--- config.mk ---
export PLATFORM = sky130hd
export DESIGN_NAME = cpr_ctrl
export DESIGN_NICKNAME = d
export VERILOG_FILES = /design/src/hw/rtl/cpr_pkg.sv /design/src/hw/rtl/cpr_ctrl.sv
export SDC_FILE = /design/constraint.sdc
export NUM_CORES = 1
export LEC_CHECK = 0
export ABC_AREA = 0
export BUFFER_PORTS_ARGS = -buffer_cell sky130_fd_sc_hd__clkbuf_2
export CAP_MARGIN = 20
export CORE_AREA = 2 2 39 41
export CTS_CLUSTER_SIZE = 20
export DETAILED_ROUTE_END_ITERATION = 10
export DIE_AREA = 0 0 41 43
export GPL_TIMING_DRIVEN = 0
export PLACE_DENSITY_LB_ADDON = 0.05
export SYNTH_ARGS = -nofsm -noshare
export SYNTH_HDL_FRONTEND = slang
export SYNTH_SLANG_ARGS = --single-unit
--- constraint.sdc ---
create_clock -name clk_i -period 2.6 [get_ports clk_i]
set_input_delay 0.52 -clock clk_i [delete_from_list [all_inputs] [get_ports clk_i]]
set_output_delay 0.52 -clock clk_i [all_outputs]
set_load 0.005 [all_outputs]
--- src/hw/rtl/cpr_pkg.sv ---
package cpr_pkg;

  // value width of the design and the width the drive value saturates to
  localparam int VALUE_WIDTH = 32;
  localparam int DRIVE_W     = (VALUE_WIDTH < 16) ? 16 : ((VALUE_WIDTH > 32) ? 32 : VALUE_WIDTH);

  // datapath widths
  localparam int ACC_W  = 48;  // Q16.32 target and integrators
  localparam int WIDE_W = 50;  // integrator plus increment before clipping
  localparam int ERR_W  = 33;  // exact difference of two Q16.16 values
  localparam int MA_W   = 34;  // multiplier operand a, signed
  localparam int MB_W   = 25;  // multiplier operand b, signed
  localparam int PROD_W = MA_W + MB_W;
  localparam int SUM_W  = PROD_W - 12;  // gain terms after the Q12.12 shift

  // configuration port
  localparam int CFG_IDX_W  = 4;
  localparam int CFG_DATA_W = 32;

  localparam logic [CFG_IDX_W-1:0] REG_RAMP_EN = CFG_IDX_W'(0);
  localparam logic [CFG_IDX_W-1:0] REG_POS_EN  = CFG_IDX_W'(1);
  localparam logic [CFG_IDX_W-1:0] REG_PKP     = CFG_IDX_W'(2);
  localparam logic [CFG_IDX_W-1:0] REG_PKI     = CFG_IDX_W'(3);
  localparam logic [CFG_IDX_W-1:0] REG_SKP     = CFG_IDX_W'(4);
  localparam logic [CFG_IDX_W-1:0] REG_SKI     = CFG_IDX_W'(5);
  localparam logic [CFG_IDX_W-1:0] REG_FB      = CFG_IDX_W'(6);
  localparam logic [CFG_IDX_W-1:0] REG_START   = CFG_IDX_W'(7);

  // register reset values
  localparam logic [23:0] PKP_RST = 24'd196608;
  localparam logic [23:0] PKI_RST = 24'd0;
  localparam logic [23:0] SKP_RST = 24'd131072;
  localparam logic [23:0] SKI_RST = 24'd81920;
  localparam logic [15:0] FB_RST  = 16'd66;

  // multiplier operand a selects
  localparam logic [2:0] A_CMD   = 3'd0;
  localparam logic [2:0] A_ERR   = 3'd1;
  localparam logic [2:0] A_PACC  = 3'd2;
  localparam logic [2:0] A_DRIVE = 3'd3;
  localparam logic [2:0] A_SACC  = 3'd4;

  // multiplier operand b selects
  localparam logic [2:0] B_DT  = 3'd0;
  localparam logic [2:0] B_PKP = 3'd1;
  localparam logic [2:0] B_PKI = 3'd2;
  localparam logic [2:0] B_SKP = 3'd3;
  localparam logic [2:0] B_SKI = 3'd4;
  localparam logic [2:0] B_FB  = 3'd5;

  // datapath operations
  localparam logic [3:0] OP_NONE  = 4'd0;
  localparam logic [3:0] OP_RAMP  = 4'd1;
  localparam logic [3:0] OP_PERR  = 4'd2;
  localparam logic [3:0] OP_PACC  = 4'd3;
  localparam logic [3:0] OP_LOAD  = 4'd4;
  localparam logic [3:0] OP_ADD   = 4'd5;
  localparam logic [3:0] OP_SETPT = 4'd6;
  localparam logic [3:0] OP_SERR  = 4'd7;
  localparam logic [3:0] OP_SACC  = 4'd8;
  localparam logic [3:0] OP_DRIVE = 4'd9;

  // saturation limits
  localparam logic signed [WIDE_W-1:0] ACC_MAX = WIDE_W'((64'sd1 <<< (ACC_W - 1)) - 64'sd1);
  localparam logic signed [WIDE_W-1:0] ACC_MIN = WIDE_W'(-(64'sd1 <<< (ACC_W - 1)));
  localparam logic signed [SUM_W-1:0]  SP_MAX  = SUM_W'((64'sd1 <<< 31) - 64'sd1);
  localparam logic signed [SUM_W-1:0]  SP_MIN  = SUM_W'(-(64'sd1 <<< 31));
  localparam logic signed [SUM_W-1:0]  DRV_MAX = SUM_W'((64'sd1 <<< (DRIVE_W - 1)) - 64'sd1);
  localparam logic signed [SUM_W-1:0]  DRV_MIN = SUM_W'(-(64'sd1 <<< (DRIVE_W - 1)));

  typedef struct packed {
    logic signed [31:0] measured_position;
    logic signed [31:0] measured_speed;
    logic signed [31:0] speed_command;
    logic        [15:0] time_step;
  } in_word_t;

  typedef struct packed {
    logic signed [31:0] drive_force;
    logic               saturated;
  } out_word_t;

  typedef struct packed {
    logic        ramp_en;
    logic        pos_en;
    logic [23:0] pkp;
    logic [23:0] pki;
    logic [23:0] skp;
    logic [23:0] ski;
    logic [15:0] fb;
  } cfg_t;

  // target load on a start_target write
  typedef struct packed {
    logic               load;
    logic signed [31:0] value;
  } tload_t;

  // controller to datapath
  typedef struct packed {
    logic       load_in;
    logic       mul_en;
    logic [2:0] a_sel;
    logic [2:0] b_sel;
    logic [3:0] op;
  } cmd_t;

endpackage

--- src/hw/rtl/cpr_ctrl.sv ---
module cpr_ctrl (
  input  logic           clk_i,
  input  logic           rst_ni,
  input  logic           in_valid_i,
  output logic           in_stall_o,
  output logic           out_valid_o,
  input  logic           out_stall_i,
  input  logic           ramp_en_i,
  input  logic           pos_en_i,
  output cpr_pkg::cmd_t  cmd_o
);

  localparam logic [4:0] S_IDLE     = 5'd0;
  localparam logic [4:0] S_RAMP_MUL = 5'd1;
  localparam logic [4:0] S_RAMP_ACC = 5'd2;
  localparam logic [4:0] S_PERR     = 5'd3;
  localparam logic [4:0] S_PACC_MUL = 5'd4;
  localparam logic [4:0] S_PACC_ACC = 5'd5;
  localparam logic [4:0] S_PKP_MUL  = 5'd6;
  localparam logic [4:0] S_PKP_ACC  = 5'd7;
  localparam logic [4:0] S_PKI_MUL  = 5'd8;
  localparam logic [4:0] S_PKI_ACC  = 5'd9;
  localparam logic [4:0] S_FB_MUL   = 5'd10;
  localparam logic [4:0] S_FB_ACC   = 5'd11;
  localparam logic [4:0] S_SERR     = 5'd12;
  localparam logic [4:0] S_SACC_MUL = 5'd13;
  localparam logic [4:0] S_SACC_ACC = 5'd14;
  localparam logic [4:0] S_SKP_MUL  = 5'd15;
  localparam logic [4:0] S_SKP_ACC  = 5'd16;
  localparam logic [4:0] S_SKI_MUL  = 5'd17;
  localparam logic [4:0] S_SKI_ACC  = 5'd18;
  localparam logic [4:0] S_DRV      = 5'd19;

  logic [4:0] state_q, state_d;
  logic       out_valid_q, out_valid_d;
  logic       out_free;

  assign out_free   = !out_valid_q || !out_stall_i;
  assign in_stall_o = (state_q != S_IDLE);

  // sequencer
  always_comb begin
    state_d       = state_q;
    out_valid_d   = out_valid_q & out_stall_i;
    cmd_o.load_in = 1'b0;
    cmd_o.mul_en  = 1'b0;
    cmd_o.a_sel   = cpr_pkg::A_ERR;
    cmd_o.b_sel   = cpr_pkg::B_DT;
    cmd_o.op      = cpr_pkg::OP_NONE;
    case (state_q)
      S_IDLE: begin
        if (in_valid_i) begin
          cmd_o.load_in = 1'b1;
          state_d       = S_RAMP_MUL;
        end
      end
      S_RAMP_MUL: begin
        cmd_o.mul_en = ramp_en_i;
        cmd_o.a_sel  = cpr_pkg::A_CMD;
        state_d      = ramp_en_i ? S_RAMP_ACC : S_PERR;
      end
      S_RAMP_ACC: begin
        cmd_o.op = cpr_pkg::OP_RAMP;
        state_d  = S_PERR;
      end
      S_PERR: begin
        cmd_o.op = cpr_pkg::OP_PERR;
        state_d  = pos_en_i ? S_PACC_MUL : S_SERR;
      end
      S_PACC_MUL: begin
        cmd_o.mul_en = 1'b1;
        state_d      = S_PACC_ACC;
      end
      S_PACC_ACC: begin
        cmd_o.op = cpr_pkg::OP_PACC;
        state_d  = S_PKP_MUL;
      end
      S_PKP_MUL: begin
        cmd_o.mul_en = 1'b1;
        cmd_o.b_sel  = cpr_pkg::B_PKP;
        state_d      = S_PKP_ACC;
      end
      S_PKP_ACC: begin
        cmd_o.op = cpr_pkg::OP_LOAD;
        state_d  = S_PKI_MUL;
      end
      S_PKI_MUL: begin
        cmd_o.mul_en = 1'b1;
        cmd_o.a_sel  = cpr_pkg::A_PACC;
        cmd_o.b_sel  = cpr_pkg::B_PKI;
        state_d      = S_PKI_ACC;
      end
      S_PKI_ACC: begin
        cmd_o.op = cpr_pkg::OP_ADD;
        state_d  = S_FB_MUL;
      end
      S_FB_MUL: begin
        cmd_o.mul_en = 1'b1;
        cmd_o.a_sel  = cpr_pkg::A_DRIVE;
        cmd_o.b_sel  = cpr_pkg::B_FB;
        state_d      = S_FB_ACC;
      end
      S_FB_ACC: begin
        cmd_o.op = cpr_pkg::OP_SETPT;
        state_d  = S_SERR;
      end
      S_SERR: begin
        cmd_o.op = cpr_pkg::OP_SERR;
        state_d  = S_SACC_MUL;
      end
      S_SACC_MUL: begin
        cmd_o.mul_en = 1'b1;
        state_d      = S_SACC_ACC;
      end
      S_SACC_ACC: begin
        cmd_o.op = cpr_pkg::OP_SACC;
        state_d  = S_SKP_MUL;
      end
      S_SKP_MUL: begin
        cmd_o.mul_en = 1'b1;
        cmd_o.b_sel  = cpr_pkg::B_SKP;
        state_d      = S_SKP_ACC;
      end
      S_SKP_ACC: begin
        cmd_o.op = cpr_pkg::OP_LOAD;
        state_d  = S_SKI_MUL;
      end
      S_SKI_MUL: begin
        cmd_o.mul_en = 1'b1;
        cmd_o.a_sel  = cpr_pkg::A_SACC;
        cmd_o.b_sel  = cpr_pkg::B_SKI;
        state_d      = S_SKI_ACC;
      end
      S_SKI_ACC: begin
        cmd_o.op = cpr_pkg::OP_ADD;
        state_d  = S_DRV;
      end
      S_DRV: begin
        // hold until the output register can take the new word
        if (out_free) begin
          cmd_o.op    = cpr_pkg::OP_DRIVE;
          out_valid_d = 1'b1;
          state_d     = S_IDLE;
        end
      end
      default: state_d = S_IDLE;
    endcase
  end

  always_ff @(posedge clk_i or negedge rst_ni) begin
    if (!rst_ni) begin
      state_q     <= S_IDLE;
      out_valid_q <= 1'b0;
    end else begin
      state_q     <= state_d;
      out_valid_q <= out_valid_d;
    end
  end

  assign out_valid_o = out_valid_q;

endmodule

==> results.md <==
- Status: completed
- Family with the most delay on the worst path: flip-flops
- Detail Route Antenna Nets: 0
- Vias in the first global route: 574
- Post-CTS Resized: 0
- Routed wire length: 1440 um
- Die Ht: 43 um
- CP Data Required Time: 2.08 ns
- Fin cells: 115
- Cells after synthesis: 77
- Maxcap violations: 0
- Ports: 20
- Type of destination of the critical path: output port
- PD cells: 1380 nW/um^2
- TritonCTS clock tree: yes
- Area Growth Syn to Fin: 23.4%
- DP HPWL: 1050 um
- Met1 WL: 648 um
- CP max FO: 6
- Setup violators final: 0
- Die area: 1760 um^2
- Chip width: 41 um
- Largest net degree at the start of global routing: 11
- # diodes: 0
- Synthesized cell area: 589 um^2
- Net load switching power: 0.473 mW
- Gr ovfl total: 0
- Bufs and invs on worst path: 2
- Synth area leaders: dfrtp_1 (25%), nor2_1 (6.4%), o32ai_2 (5.5%), nand2_1 (5.1%), a21oi_1 (4.2%)
- Final GP Congestion: 0.793
- Routed met3 length: 92 um
- Sequential element share of the synthesized area: 25.5%
- Clk sink count: 6
- Final period util: 80.6%
- Uppermost layer routed: met4
- Met2 routed WL: 662 um
- Area of the multi-input gates: 387 um^2
- Synth cell types: 33
- First-pass GRT wire length: 2430 um
- Tot GR Track Use: 20.8%
- Longest Clk Path Bufs: 2
- Register Area: 150 um^2
- Post-route setup TNS: 0 ns
- Comb power frac: 72.6%
- CTS Buf Count: 3
- Design Power: 1.00 mW
- Area leader, netlist: dfrtp_1
- Fmax: 0.477 GHz
- Startpoint class of the critical path: register
- Fin crit period: 2.10 ns
- Clock Power Share: 8.8%
- Int Pwr: 0.527 mW
- Cts hold-fix bufs: 0
- Drt drc: 0
- Syn_area_per_cell: 7.65 um^2
- Clk slew on worst S/H paths: 0.04 ns
- WL per Instance: 12.5 um
- HP Class: in -> async
- Setup CP Type: reg -> out
- Critical path, cell by cell: inv_1 -> mux2_2 -> o32ai_2 -> clkbuf_2
- Clk root buf: clkbuf_4
- Initial antenna violation count: 0
- Clock Latency Late Sink: 0.25 ns
- Iteration-0 DRC Markers: 20
- Worst-Margin Slew: 0.335 ns
- Fillers: 146
- Post-Syn Nets: 83
- Maximum VDD drop: 567 uV
- Worst Path Arrival: 1.58 ns
- Sequential power share: 18.6%
- Leakage power: 0.342 nW
- Port Buf Inserts: 19
- NumNets Final: 107
- Max transition margin: 77.6%
- RSZ-0062 raised after global routing: false
- FP Rows: 14
- Switching part of the total: 47.3%
- YS warnings: 0
- Dpl cells: 112
- Post-CTS Setup Inserts: 0
- Hold Vio Cnt, Final: 0
- Initial Utilization: 42.6%
- Layout cell share with drive strength beyond 1: 34.3%
- H-tree levels: 1
- Pre-antenna DRT Iters: 4
- Post-synth top area share: 25.5%
- Core area: 1380 um^2
- Max-slew violations: 0
- Flops & latches, synth: 6
- DR vias/cell: 5.53
- CP peak stage delay: 0.42 ns
- Vias: 636
- Skew final: 0.00315 ns
- Max stage delay cell, worst path: dfrtp_1
## placed cells by master, fill, tap and decap left out, types with 3 or more instances in the layout
cell type	count
dfrtp_1	6
o21ai_0	4
nand2_1	8
nand2b_1	3
nor2_1	10
inv_1	3
clkbuf_2	19
a21oi_1	5
clkbuf_4	3
nor3_1	3
buf_2	3
nand3_1	4
## path summary, 6_finish.rpt
path	startpoint	depth (start not counted)	end	slack (ns)
min reg2reg	out_valid_o$_DFF_PN0_	2	state_q[1]$_DFFE_PN0P_	0.60
max reg2reg	state_q[3]$_DFFE_PN0P_	4	state_q[0]$_DFFE_PN0P_	1.35
max in group asynchronous	rst_ni	1	state_q[1]$_DFFE_PN0P_	2.37
min	rst_ni	1	out_valid_o$_DFF_PN0_	0.08
min in group clk_i	out_stall_i	3	state_q[1]$_DFFE_PN0P_	0.58
max	state_q[0]$_DFFE_PN0P_	4	cmd_o[0]	0.50
## power by group through the flow
stage	registers, mW	clock network [mW]	logic, mW
floorplan	0.173	0	0.535
global placement	0.185	0	0.723
detailed placement	0.185	0	0.726
CTS	0.184	0.0920	0.729
global route	0.192	0.0986	0.818
finish	0.186	0.0876	0.726
## layout make-up
class / instances / area share [%]
Buffer: 6 / 5.68
Tap cell: 16 / 2.75
Inverter: 3 / 1.55
Clock buffer: 3 / 3.10
Timing Repair Buffer: 19 / 13.1
Sequential cell: 6 / 20.7
Multi-Input combinational cell: 62 / 53.2
## routing by layer
layer | track usage (%) | vias to the layer above
li1 | - | 323
met1 | 28.3 | 285
met2 | 28.1 | 24
met3 | 6.28 | 4
met4 | 12.0 | 0
met5 | 0 | -
## state kept, by name (all words and copies together) (netlist names)
register	cells
out_valid_o	1
state_q	5
## stage by stage
| stage | cell area, um^2 | utilization (%) | setup slack, ns | hold WS, ns |
|---|---|---|---|---|
| 2_1_floorplan | 589 | - | 0.949 | 0.224 |
| 3_3_place_gp | 704 | 50.9 | 0.769 | 0.353 |
| 3_5_place_dp | 704 | 50.9 | 0.773 | 0.349 |
| 4_1_cts | 727 | 52.5 | 0.489 | 0.0755 |
| 5_1_grt | 727 | 52.5 | 0.419 | 0.0757 |
| 6_report | 727 | 52.5 | 0.504 | 0.0806 |
## Yosys cell counts (all sizes together)
| master | number |
|---|---|
| o2bb2ai | 1 |
| nand2 | 8 |
| a21oi | 5 |
| a22oi | 1 |
| a31oi | 2 |
| or3b | 1 |
| buf | 6 |
| xnor2 | 1 |
| or2 | 1 |
| nor3 | 3 |
| o32ai | 3 |
| a41oi | 1 |
| nand3 | 4 |
| and3 | 1 |
| xor2 | 1 |
| nor3b | 1 |
| nor2b | 2 |
| a22o | 1 |
| mux2 | 1 |
| inv | 3 |
| nor2 | 10 |
| mux2i | 2 |
| o21ai | 4 |
| nand2b | 3 |
| and4 | 1 |
| nand4 | 1 |
| a31o | 1 |
| or3 | 1 |
| nor4bb | 1 |
| dfrtp | 6 |
## cell families (layout without fill, tap and decap cells)
family | count (synthesis) | in the layout | synth area share, %
buffers and inverters | 9 | 31 | 8.92
XOR/XNOR | 2 | 2 | 2.97
AO/OA/AOI/OAI | 19 | 19 | 24.0
multiplexers | 3 | 3 | 5.31
flip-flops | 6 | 6 | 25.5
AND/OR/NAND/NOR | 38 | 38 | 33.3
## worst reg2reg max path, delay by kind of cell, from the launching register on
family	cells	cell delay, ns
flops	1	0.43
compound gates	3	0.49
buf+inv	1	0.21
No activity file was read; power rests on OpenSTA's default activity.
