==> config.mk <==
export PLATFORM = sky130hd
export DESIGN_NAME = cpr_cfg
export DESIGN_NICKNAME = d
export VERILOG_FILES = /design/src/hw/rtl/cpr_pkg.sv /design/src/hw/rtl/cpr_cfg.sv
export SDC_FILE = /design/constraint.sdc
export NUM_CORES = 1
export LEC_CHECK = 0
export BUFFER_PORTS_ARGS = -buffer_cell sky130_fd_sc_hd__buf_2
export CORE_UTILIZATION = 48
export DETAILED_ROUTE_END_ITERATION = 8
export PLACE_DENSITY = 0.82
export REMOVE_ABC_BUFFERS = 1
export SYNTH_ARGS = -nofsm -noshare
export SYNTH_HDL_FRONTEND = slang
export SYNTH_SLANG_ARGS = --single-unit
==> constraint.sdc <==
create_clock -name clk_i -period 1.04 [get_ports clk_i]
set_clock_uncertainty 0.05 [all_clocks]
set_input_delay 0.104 -clock clk_i [delete_from_list [all_inputs] [get_ports clk_i]]
set_output_delay 0.104 -clock clk_i [all_outputs]
set_load 0.01 [all_outputs]
==> src/hw/rtl/cpr_pkg.sv <==
package cpr_pkg;

  // value width of the design and the width the drive value saturates to
  localparam int VALUE_WIDTH = 32;
  localparam int DRIVE_W     = (VALUE_WIDTH < 16) ? 16 : ((VALUE_WIDTH > 32) ? 32 : VALUE_WIDTH);

  // datapath widths
  localparam int ACC_W  = 48;  // Q16.32 target and integrators
  localparam int WIDE_W = 50;  // integrator plus increment before clipping
  localparam int ERR_W  = 33;  // exact difference of two Q16.16 values
  localparam int MA_W   = 34;  // multiplier operand a, signed
  localparam int MB_W   = 25;  // multiplier operand b, signed
  localparam int PROD_W = MA_W + MB_W;
  localparam int SUM_W  = PROD_W - 12;  // gain terms after the Q12.12 shift

  // configuration port
  localparam int CFG_IDX_W  = 4;
  localparam int CFG_DATA_W = 32;

  localparam logic [CFG_IDX_W-1:0] REG_RAMP_EN = CFG_IDX_W'(0);
  localparam logic [CFG_IDX_W-1:0] REG_POS_EN  = CFG_IDX_W'(1);
  localparam logic [CFG_IDX_W-1:0] REG_PKP     = CFG_IDX_W'(2);
  localparam logic [CFG_IDX_W-1:0] REG_PKI     = CFG_IDX_W'(3);
  localparam logic [CFG_IDX_W-1:0] REG_SKP     = CFG_IDX_W'(4);
  localparam logic [CFG_IDX_W-1:0] REG_SKI     = CFG_IDX_W'(5);
  localparam logic [CFG_IDX_W-1:0] REG_FB      = CFG_IDX_W'(6);
  localparam logic [CFG_IDX_W-1:0] REG_START   = CFG_IDX_W'(7);

  // register reset values
  localparam logic [23:0] PKP_RST = 24'd196608;
  localparam logic [23:0] PKI_RST = 24'd0;
  localparam logic [23:0] SKP_RST = 24'd131072;
  localparam logic [23:0] SKI_RST = 24'd81920;
  localparam logic [15:0] FB_RST  = 16'd66;

  // multiplier operand a selects
  localparam logic [2:0] A_CMD   = 3'd0;
  localparam logic [2:0] A_ERR   = 3'd1;
  localparam logic [2:0] A_PACC  = 3'd2;
  localparam logic [2:0] A_DRIVE = 3'd3;
  localparam logic [2:0] A_SACC  = 3'd4;

  // multiplier operand b selects
  localparam logic [2:0] B_DT  = 3'd0;
  localparam logic [2:0] B_PKP = 3'd1;
  localparam logic [2:0] B_PKI = 3'd2;
  localparam logic [2:0] B_SKP = 3'd3;
  localparam logic [2:0] B_SKI = 3'd4;
  localparam logic [2:0] B_FB  = 3'd5;

  // datapath operations
  localparam logic [3:0] OP_NONE  = 4'd0;
  localparam logic [3:0] OP_RAMP  = 4'd1;
  localparam logic [3:0] OP_PERR  = 4'd2;
  localparam logic [3:0] OP_PACC  = 4'd3;
  localparam logic [3:0] OP_LOAD  = 4'd4;
  localparam logic [3:0] OP_ADD   = 4'd5;
  localparam logic [3:0] OP_SETPT = 4'd6;
  localparam logic [3:0] OP_SERR  = 4'd7;
  localparam logic [3:0] OP_SACC  = 4'd8;
  localparam logic [3:0] OP_DRIVE = 4'd9;

  // saturation limits
  localparam logic signed [WIDE_W-1:0] ACC_MAX = WIDE_W'((64'sd1 <<< (ACC_W - 1)) - 64'sd1);
  localparam logic signed [WIDE_W-1:0] ACC_MIN = WIDE_W'(-(64'sd1 <<< (ACC_W - 1)));
  localparam logic signed [SUM_W-1:0]  SP_MAX  = SUM_W'((64'sd1 <<< 31) - 64'sd1);
  localparam logic signed [SUM_W-1:0]  SP_MIN  = SUM_W'(-(64'sd1 <<< 31));
  localparam logic signed [SUM_W-1:0]  DRV_MAX = SUM_W'((64'sd1 <<< (DRIVE_W - 1)) - 64'sd1);
  localparam logic signed [SUM_W-1:0]  DRV_MIN = SUM_W'(-(64'sd1 <<< (DRIVE_W - 1)));

  typedef struct packed {
    logic signed [31:0] measured_position;
    logic signed [31:0] measured_speed;
    logic signed [31:0] speed_command;
    logic        [15:0] time_step;
  } in_word_t;

  typedef struct packed {
    logic signed [31:0] drive_force;
    logic               saturated;
  } out_word_t;

  typedef struct packed {
    logic        ramp_en;
    logic        pos_en;
    logic [23:0] pkp;
    logic [23:0] pki;
    logic [23:0] skp;
    logic [23:0] ski;
    logic [15:0] fb;
  } cfg_t;

  // target load on a start_target write
  typedef struct packed {
    logic               load;
    logic signed [31:0] value;
  } tload_t;

  // controller to datapath
  typedef struct packed {
    logic       load_in;
    logic       mul_en;
    logic [2:0] a_sel;
    logic [2:0] b_sel;
    logic [3:0] op;
  } cmd_t;

endpackage

==> src/hw/rtl/cpr_cfg.sv <==
module cpr_cfg (
  input  logic                            clk_i,
  input  logic                            rst_ni,
  input  logic                            cfg_valid_i,
  output logic                            cfg_ready_o,
  input  logic [cpr_pkg::CFG_IDX_W-1:0]   cfg_index_i,
  input  logic [cpr_pkg::CFG_DATA_W-1:0]  cfg_data_i,
  output cpr_pkg::cfg_t                   cfg_o,
  output cpr_pkg::tload_t                 tload_o
);

  cpr_pkg::cfg_t cfg_q, cfg_d;
  logic          wr;

  assign cfg_ready_o = 1'b1;
  assign wr          = cfg_valid_i & cfg_ready_o;

  // register decode
  always_comb begin
    cfg_d = cfg_q;
    tload_o.load  = 1'b0;
    tload_o.value = $signed(cfg_data_i[31:0]);
    if (wr) begin
      case (cfg_index_i)
        cpr_pkg::REG_RAMP_EN: cfg_d.ramp_en = cfg_data_i[0];
        cpr_pkg::REG_POS_EN:  cfg_d.pos_en  = cfg_data_i[0];
        cpr_pkg::REG_PKP:     cfg_d.pkp     = cfg_data_i[23:0];
        cpr_pkg::REG_PKI:     cfg_d.pki     = cfg_data_i[23:0];
        cpr_pkg::REG_SKP:     cfg_d.skp     = cfg_data_i[23:0];
        cpr_pkg::REG_SKI:     cfg_d.ski     = cfg_data_i[23:0];
        cpr_pkg::REG_FB:      cfg_d.fb      = cfg_data_i[15:0];
        cpr_pkg::REG_START:   tload_o.load  = 1'b1;
        default: ;
      endcase
    end
  end

  always_ff @(posedge clk_i or negedge rst_ni) begin
    if (!rst_ni) begin
      cfg_q.ramp_en <= 1'b1;
      cfg_q.pos_en  <= 1'b1;
      cfg_q.pkp     <= cpr_pkg::PKP_RST;
      cfg_q.pki     <= cpr_pkg::PKI_RST;
      cfg_q.skp     <= cpr_pkg::SKP_RST;
      cfg_q.ski     <= cpr_pkg::SKI_RST;
      cfg_q.fb      <= cpr_pkg::FB_RST;
    end else begin
      cfg_q <= cfg_d;
    end
  end

  assign cfg_o = cfg_q;

endmodule

==> summary.md, run 1 <==
| Metric | Value |
|---|---|
| Fin Setup TNS | -15.48 ns |
| Dpl hpwl | 7.04 mm |
| WL met2 | 5.67 mm |
| Initial DRC count | 38 |
| Ant diodes | 0 |
| Seq pwr share | 0.389 |
| Leak | 3.31 nW |
| VDD IR max | 1.52 mV |
| Die Footprint | 0.0101 mm2 |
| Max reg flops | 114 |
| CP max FO | 2 |
| GRT Residual Overflow | 0 |
| Num rows | 35 |
| Max-cap viol count | 0 |
| DR vias/cell | 4.87 |
| Critical path buffers and inverters | 1 |
| FMAX | 0.774 GHz |
| Endpoint class of the critical path | output pin |
| Kind of critical path | flop to output pin |
| Crit path max-delay family | flip-flops |
| Syn Inst Count | 285 |
| Largest net degree at the start of global routing | 35 |
| R2r endpoint | cfg_o[29] |
| CTS sink count | 114 |
| R2R depth | 3 |
| WHS | 0.0251 ns |
| Sw frac | 0.258 |
| Vias in the first global route | 3245 |
| Fin. Hold Viols | 0 |
| GR Util All Layers | 0.225 |
| Period minus WS final | 1.29 ns |
| Synth Register Bits | 114 |
| P&R area growth vs syn | 43.9% |
| Clock share of power | 0.376 |
| Internal Dissipation | 11.7 mW |
| Max Root-Sink Buffers | 2 |
| Multi-input gate area | 0.00142 mm2 |
| Failing checks | negative setup slack |
| Clk Latency, worst-skew pair | 0.49 ns |
| Antenna viol nets, final | 0 |
| Cell area after synthesis | 0.00464 mm2 |
| Final setup viols | 116 |
| Seq/Total Area, Yosys | 0.617 |
| Hold Path Class | input port to async pin |
| First-pass GRT wire length | 17.0 mm |
| WP data required | 0.89 ns |
| Initial Util | 0.500 |
| Switching pwr | 4.07 mW |
| Reg area | 0.00286 mm2 |
| I/O Buffers | 169 |
| Pins Over Slew Limit | 0 |
| Fin crit share | 1.24 |
| Pwr Density | 2360 mW/mm2 |
| Crit path launch type | flop |
| Top sig layer | met4 |
| CP startpoint | cfg_o[113] |
| Outcome | complete, but fails checks |
| Syn avg cell area | 16.3 um2 |
| Die width | 100 um |
| Crit path largest cell delay | 0.54 ns |
| Drt wl/cell | 16.9 um |
| Critical path arrival | 1.14 ns |
| Worst setup margin | -0.252 ns |
| Drt pass-1 iters | 4 |
| Worst-path cell chain | buf_6 |
| Met3 routed WL | 596 um |
| Drt total wl | 10.7 mm |
| YS warnings | 0 |
| Die height | 100 um |
| Htree depth | 4 |
| Clock slew at reported path FFs | 0.06 ns |
| Layout cell share with drive strength beyond 1 | 0.721 |
| R2R Setup Slk | -0.04 ns |
| GPL Wtd Cong | 0.690 |
| Combinational share of power | 0.236 |
| Final net count | 532 |
| Slowest cell on crit path | dfstp_2 |
| DRC viols | 0 |
| Yosys cell types | 15 |
| Antenna violations before repair | 0 |
| Layout fillers | 652 |
| RR Startpoint | cfg_o[29] |
| Via count | 3093 |
| CTS buffer count | 17 |
| Root Driver | clkbuf_8 |
| RSZ-0062 raised after global routing | true |
| Met1 WL | 4.33 mm |
| Core area | 0.00928 mm2 |
| CTS tree | yes |
| I/O pin count | 187 |
cell usage after synthesis:
| library cell | count | share of area |
|---|---|---|
| nor3b_4 | 3 | 0.012 |
| nand3b_4 | 1 | 0.0043 |
| mux2_2 | 113 | 0.27 |
| dfstp_2 | 9 | 0.051 |
| nand2_1 | 2 | 0.0016 |
| nand2b_1 | 1 | 0.0013 |
| mux2_1 | 1 | 0.0024 |
| dfrtp_1 | 105 | 0.57 |
| conb_1 | 1 | 0.00081 |
| buf_6 | 9 | 0.022 |
| nand3b_1 | 1 | 0.0016 |
| nand3b_2 | 1 | 0.0024 |
| nor2b_1 | 1 | 0.0013 |
| nor2_1 | 2 | 0.0016 |
| buf_4 | 35 | 0.057 |
timing repair:
action                                  CTS  global route
hold endpoints to repair                226             0
buffers inserted                         14             8
pin swaps                                 0             0
cloned                                    0             0
endpoints found under the setup margin  114           114
hold buffers                             26             0
resized for setup                        17            14
layout make-up:
type                       count  share of cell area
multi-input combinational    127               0.213
sequential                   114               0.429
clock buffer                  22              0.0679
clock inverter                10              0.0236
timing repair buffer         233               0.242
tap                          129              0.0242
metrics by stage:
step	utilization	cells	setup slack, ns	area (um2)	total power, mW
finish	0.719	635	-0.252	6670	15.8
global route	0.719	635	-0.289	6670	16.5
detailed placement	0.588	555	-0.402	5460	9.18
floorplan	-	241	-1.03	4270	7.53
CTS	0.704	627	-0.272	6530	15.6
global placement	0.588	555	-0.367	5460	9.03
cells in the final DEF, fill, tap and decap left out:
cell type	instances
buf_2	141
mux2_2	112
dfrtp_1	105
buf_4	34
buf_6	28
dlygate4sd3_1	26
clkbuf_16	16
dfstp_2	9
bufinv_16	4
clkinv_2	4
buf_12	4
nor3b_4	3
clkbuf_8	3
clkbuf_1	3
nand2_1	2
nor2_1	2
mux2_4	2
clkinv_4	2
nand3b_4	1
nand3b_2	1
nor2b_2	1
nand2b_1	1
nand3b_1	1
conb_1	1
power by group through the flow:
stage / registers [mW] / clock network, mW / logic [mW]
floorplan: 6.59 / 0 / 0.947
global placement: 6.06 / 0 / 2.97
detailed placement: 6.12 / 0 / 3.07
CTS: 6.09 / 6.02 / 3.51
global route: 6.24 / 6.24 / 4.00
finish: 6.13 / 5.92 / 3.72
cells by family after synthesis:
family / Yosys count / synth area share
buffers and inverters: 44 / 0.0785
DFF: 114 / 0.617
muxes: 114 / 0.277
other: 1 / 0.000809
and+or+nand+nor: 12 / 0.0264
metal layers:
| metal | GRT usage | up-vias |
|---|---|---|
| met4 | 0.0680 | 0 |
| met1 | 0.266 | 1579 |
| li1 | - | 1380 |
| met2 | 0.393 | 125 |
| met5 | 0 | - |
| met3 | 0.0710 | 9 |
worst max path at each step:
| stage | endpoint | slack (ns) | depth (start not counted) |
|---|---|---|---|
| 2_1_floorplan | cfg_o[64] | -1.03 | 3 |
| 6_report | cfg_o[113] | -0.25 | 1 |
| 4_1_cts | cfg_o[113] | -0.27 | 1 |
| 3_3_place_gp | cfg_o[71] | -0.37 | 5 |
| 5_1_grt | cfg_o[112] | -0.29 | 1 |
| 3_5_place_dp | cfg_o[84] | -0.40 | 5 |
Note: power is estimated with default switching activity, not from simulation.
==> inputs of run 2 (changes only) <==
Settings changed: CORE_MARGIN set to 4.
==> summary.md, run 2 (same netlist as run 1, synthesis figures left out) <==
| Metric | Value |
|---|---|
| Outcome | complete, but fails checks |
| Failing checks | negative setup slack |
| Reg area | 0.00286 mm2 (unchanged) |
| Period minus WS final | 1.29 ns (-0.00661 ns) |
| Multi-input gate area | 0.00142 mm2 (+0.26%) |
| DR vias/cell | 4.86 (-0.17%) |
| Antenna violations before repair | 0 (unchanged) |
| I/O Buffers | 169 (unchanged) |
| Final setup viols | 124 (+6.9%) |
| Clock slew at reported path FFs | 0.06 ns (about the same) |
| Internal Dissipation | 11.5 mW (-2.0%) |
| Clock share of power | 0.354 (-0.022) |
| Root Driver | clkbuf_8 |
| Leak | 3.34 nW (+0.98%) |
| Pins Over Slew Limit | 0 (unchanged) |
| Seq pwr share | 0.394 (+0.005) |
| CTS tree | yes |
| Initial Util | 0.497 (-0.00235) |
| GR Util All Layers | 0.207 (-0.0175) |
| FMAX | 0.778 GHz (+0.51%) |
| Initial DRC count | 124 (+230%) |
| Critical path arrival | 1.13 ns (about the same) |
| I/O pin count | 187 (unchanged) |
| Die Footprint | 0.0113 mm2 (+12%) |
| Via count | 3112 (+0.61%) |
| Fin. Hold Viols | 0 (unchanged) |
| Max Root-Sink Buffers | 2 (unchanged) |
| Worst path depth | 1 (unchanged) |
| Critical path buffers and inverters | 1 (unchanged) |
| CTS sink count | 114 (unchanged) |
| First-pass GRT wire length | 18.1 mm (+6.5%) |
| P&R area growth vs syn | 46.4% |
| Switching pwr | 4.17 mW (+2.5%) |
| Crit path max-delay family | flip-flops |
| Layout cell share with drive strength beyond 1 | 0.714 (-0.00706) |
| Crit path launch type | flop |
| Hold Path Cell Cnt | 3 |
| Worst-path cell chain | buf_6 |
| Power, Total | 15.6 mW (-0.85%) |
| Drt pass-1 iters | 4 (unchanged) |
| R2R depth | 3 (unchanged) |
| Max reg flops | 114 (unchanged) |
| Commonest cells after routing, fill and taps aside | buf_2, mux2_2, dfrtp_1 |
| Slowest cell on crit path | dfstp_2 |
| Sw frac | 0.267 (+0.00872) |
| Final net count | 537 (+0.94%) |
| Antenna viol nets, final | 0 (unchanged) |
| RR Startpoint | cfg_o[5] |
| VDD IR max | 1.46 mV (-3.4%) |
| Commonest non-fill, non-tap cell in the layout | buf_2 |
| GPL Wtd Cong | 0.748 (+8.4%) |
| Worst setup margin | -0.246 ns (+0.00661 ns) |
| Layout fillers | 606 (-7.1%) |
| Combinational share of power | 0.252 (+0.016) |
| Vias in the first global route | 3492 (+7.6%) |
| Max-cap viol count | 0 (unchanged) |
| Worst hold start | cfg_index_i[1] |
| Die height | 106 um (+6.0%) |
| Dpl hpwl | 7.28 mm (+3.4%) |
| RSZ-0062 raised after global routing | true |
| DRC viols | 0 (unchanged) |
| Fin crit share | 1.24 (-0.00636) |
| CP startpoint | cfg_o[113] |
| WP data required | 0.89 ns (about the same) |
| Largest net degree at the start of global routing | 37 (+5.7%) |
| Htree depth | 4 (unchanged) |
| Pwr Density | 2300 mW/mm2 (-2.5%) |
| Kind of critical path | flop to output pin |
| CP max FO | 2 (unchanged) |
| Hold Path Class | input port to flop |
| Crit path largest cell delay | 0.54 ns (about the same) |
| Ant diodes | 0 (unchanged) |
| Num rows | 35 (unchanged) |
| Final core utilization | 0.728 (+0.00910) |
| Clk Latency, worst-skew pair | 0.49 ns (about the same) |
| Endpoint class of the critical path | output pin |
| CTS buffer count | 17 (unchanged) |
| GRT Residual Overflow | 0 (unchanged) |
| Die width | 106 um (+6.0%) |
| WHS | 0.0547 ns (+0.0296 ns) |
| Core area | 0.00933 mm2 (+0.47%) |
| Drt total wl | 11.9 mm (+11%) |
| Fin Setup TNS | -14.91 ns (+0.569 ns) |
| Drt wl/cell | 18.6 um (+10%) |
run 2: worst reg2reg max path: cells and delay by family, from the launching register on:
kind	cells	cell delay [ns]
flops	1	0.39
buf+inv	2	0.27
mux	1	0.27
run 2: cell type report:
cell class | count | area share
clock buffer | 20 | 0.0627
tap | 129 | 0.0238
timing repair buffer | 238 | 0.261
sequential | 114 | 0.422
clock inverter | 12 | 0.0210
multi-input combinational | 127 | 0.210
run 2: timing repair:
item                                   CTS  global route
setup buffers                           15             9
hold buffers                            26             4
resized for setup                       21            23
pin swaps                                0             0
endpoints found under the hold margin  228             2
setup endpoints to repair              114           114
run 2: path summary, 6_finish.rpt:
check                           slack (ns)    endpoint
worst min-delay path                  0.05  cfg_o[112]
worst min register to register        0.45   cfg_o[59]
max in group asynchronous            -0.03   cfg_o[78]
min in group asynchronous             0.17  cfg_o[112]
worst max register to register       -0.05    cfg_o[5]
worst max-delay path                 -0.25  cfg_o[113]
run 2: power groups by stage:
stage               Sequential [mW]  Combinational [mW]  Clock, mW
finish                         6.16                3.93       5.53
global route                   6.30                4.21       5.86
CTS                            6.10                3.60       5.61
detailed placement             6.11                3.10          0
global placement               6.05                3.01          0
floorplan                      6.59               0.947          0
run 2: layer usage:
layer	vias to the layer above	part of all wire	global-route usage
met4	0	0.012	0.0648
met2	125	0.55	0.366
met3	12	0.059	0.0692
met5	-	0	0
met1	1582	0.38	0.238
li1	1393	-	-
run 2: per-stage QoR:
stage	instances	setup WS [ns]	instance area (um2)
finish	640	-0.246	6790
CTS	627	-0.277	6550
detailed placement	554	-0.387	5490
global placement	554	-0.360	5490
global route	640	-0.290	6790
floorplan	241	-1.03	4270
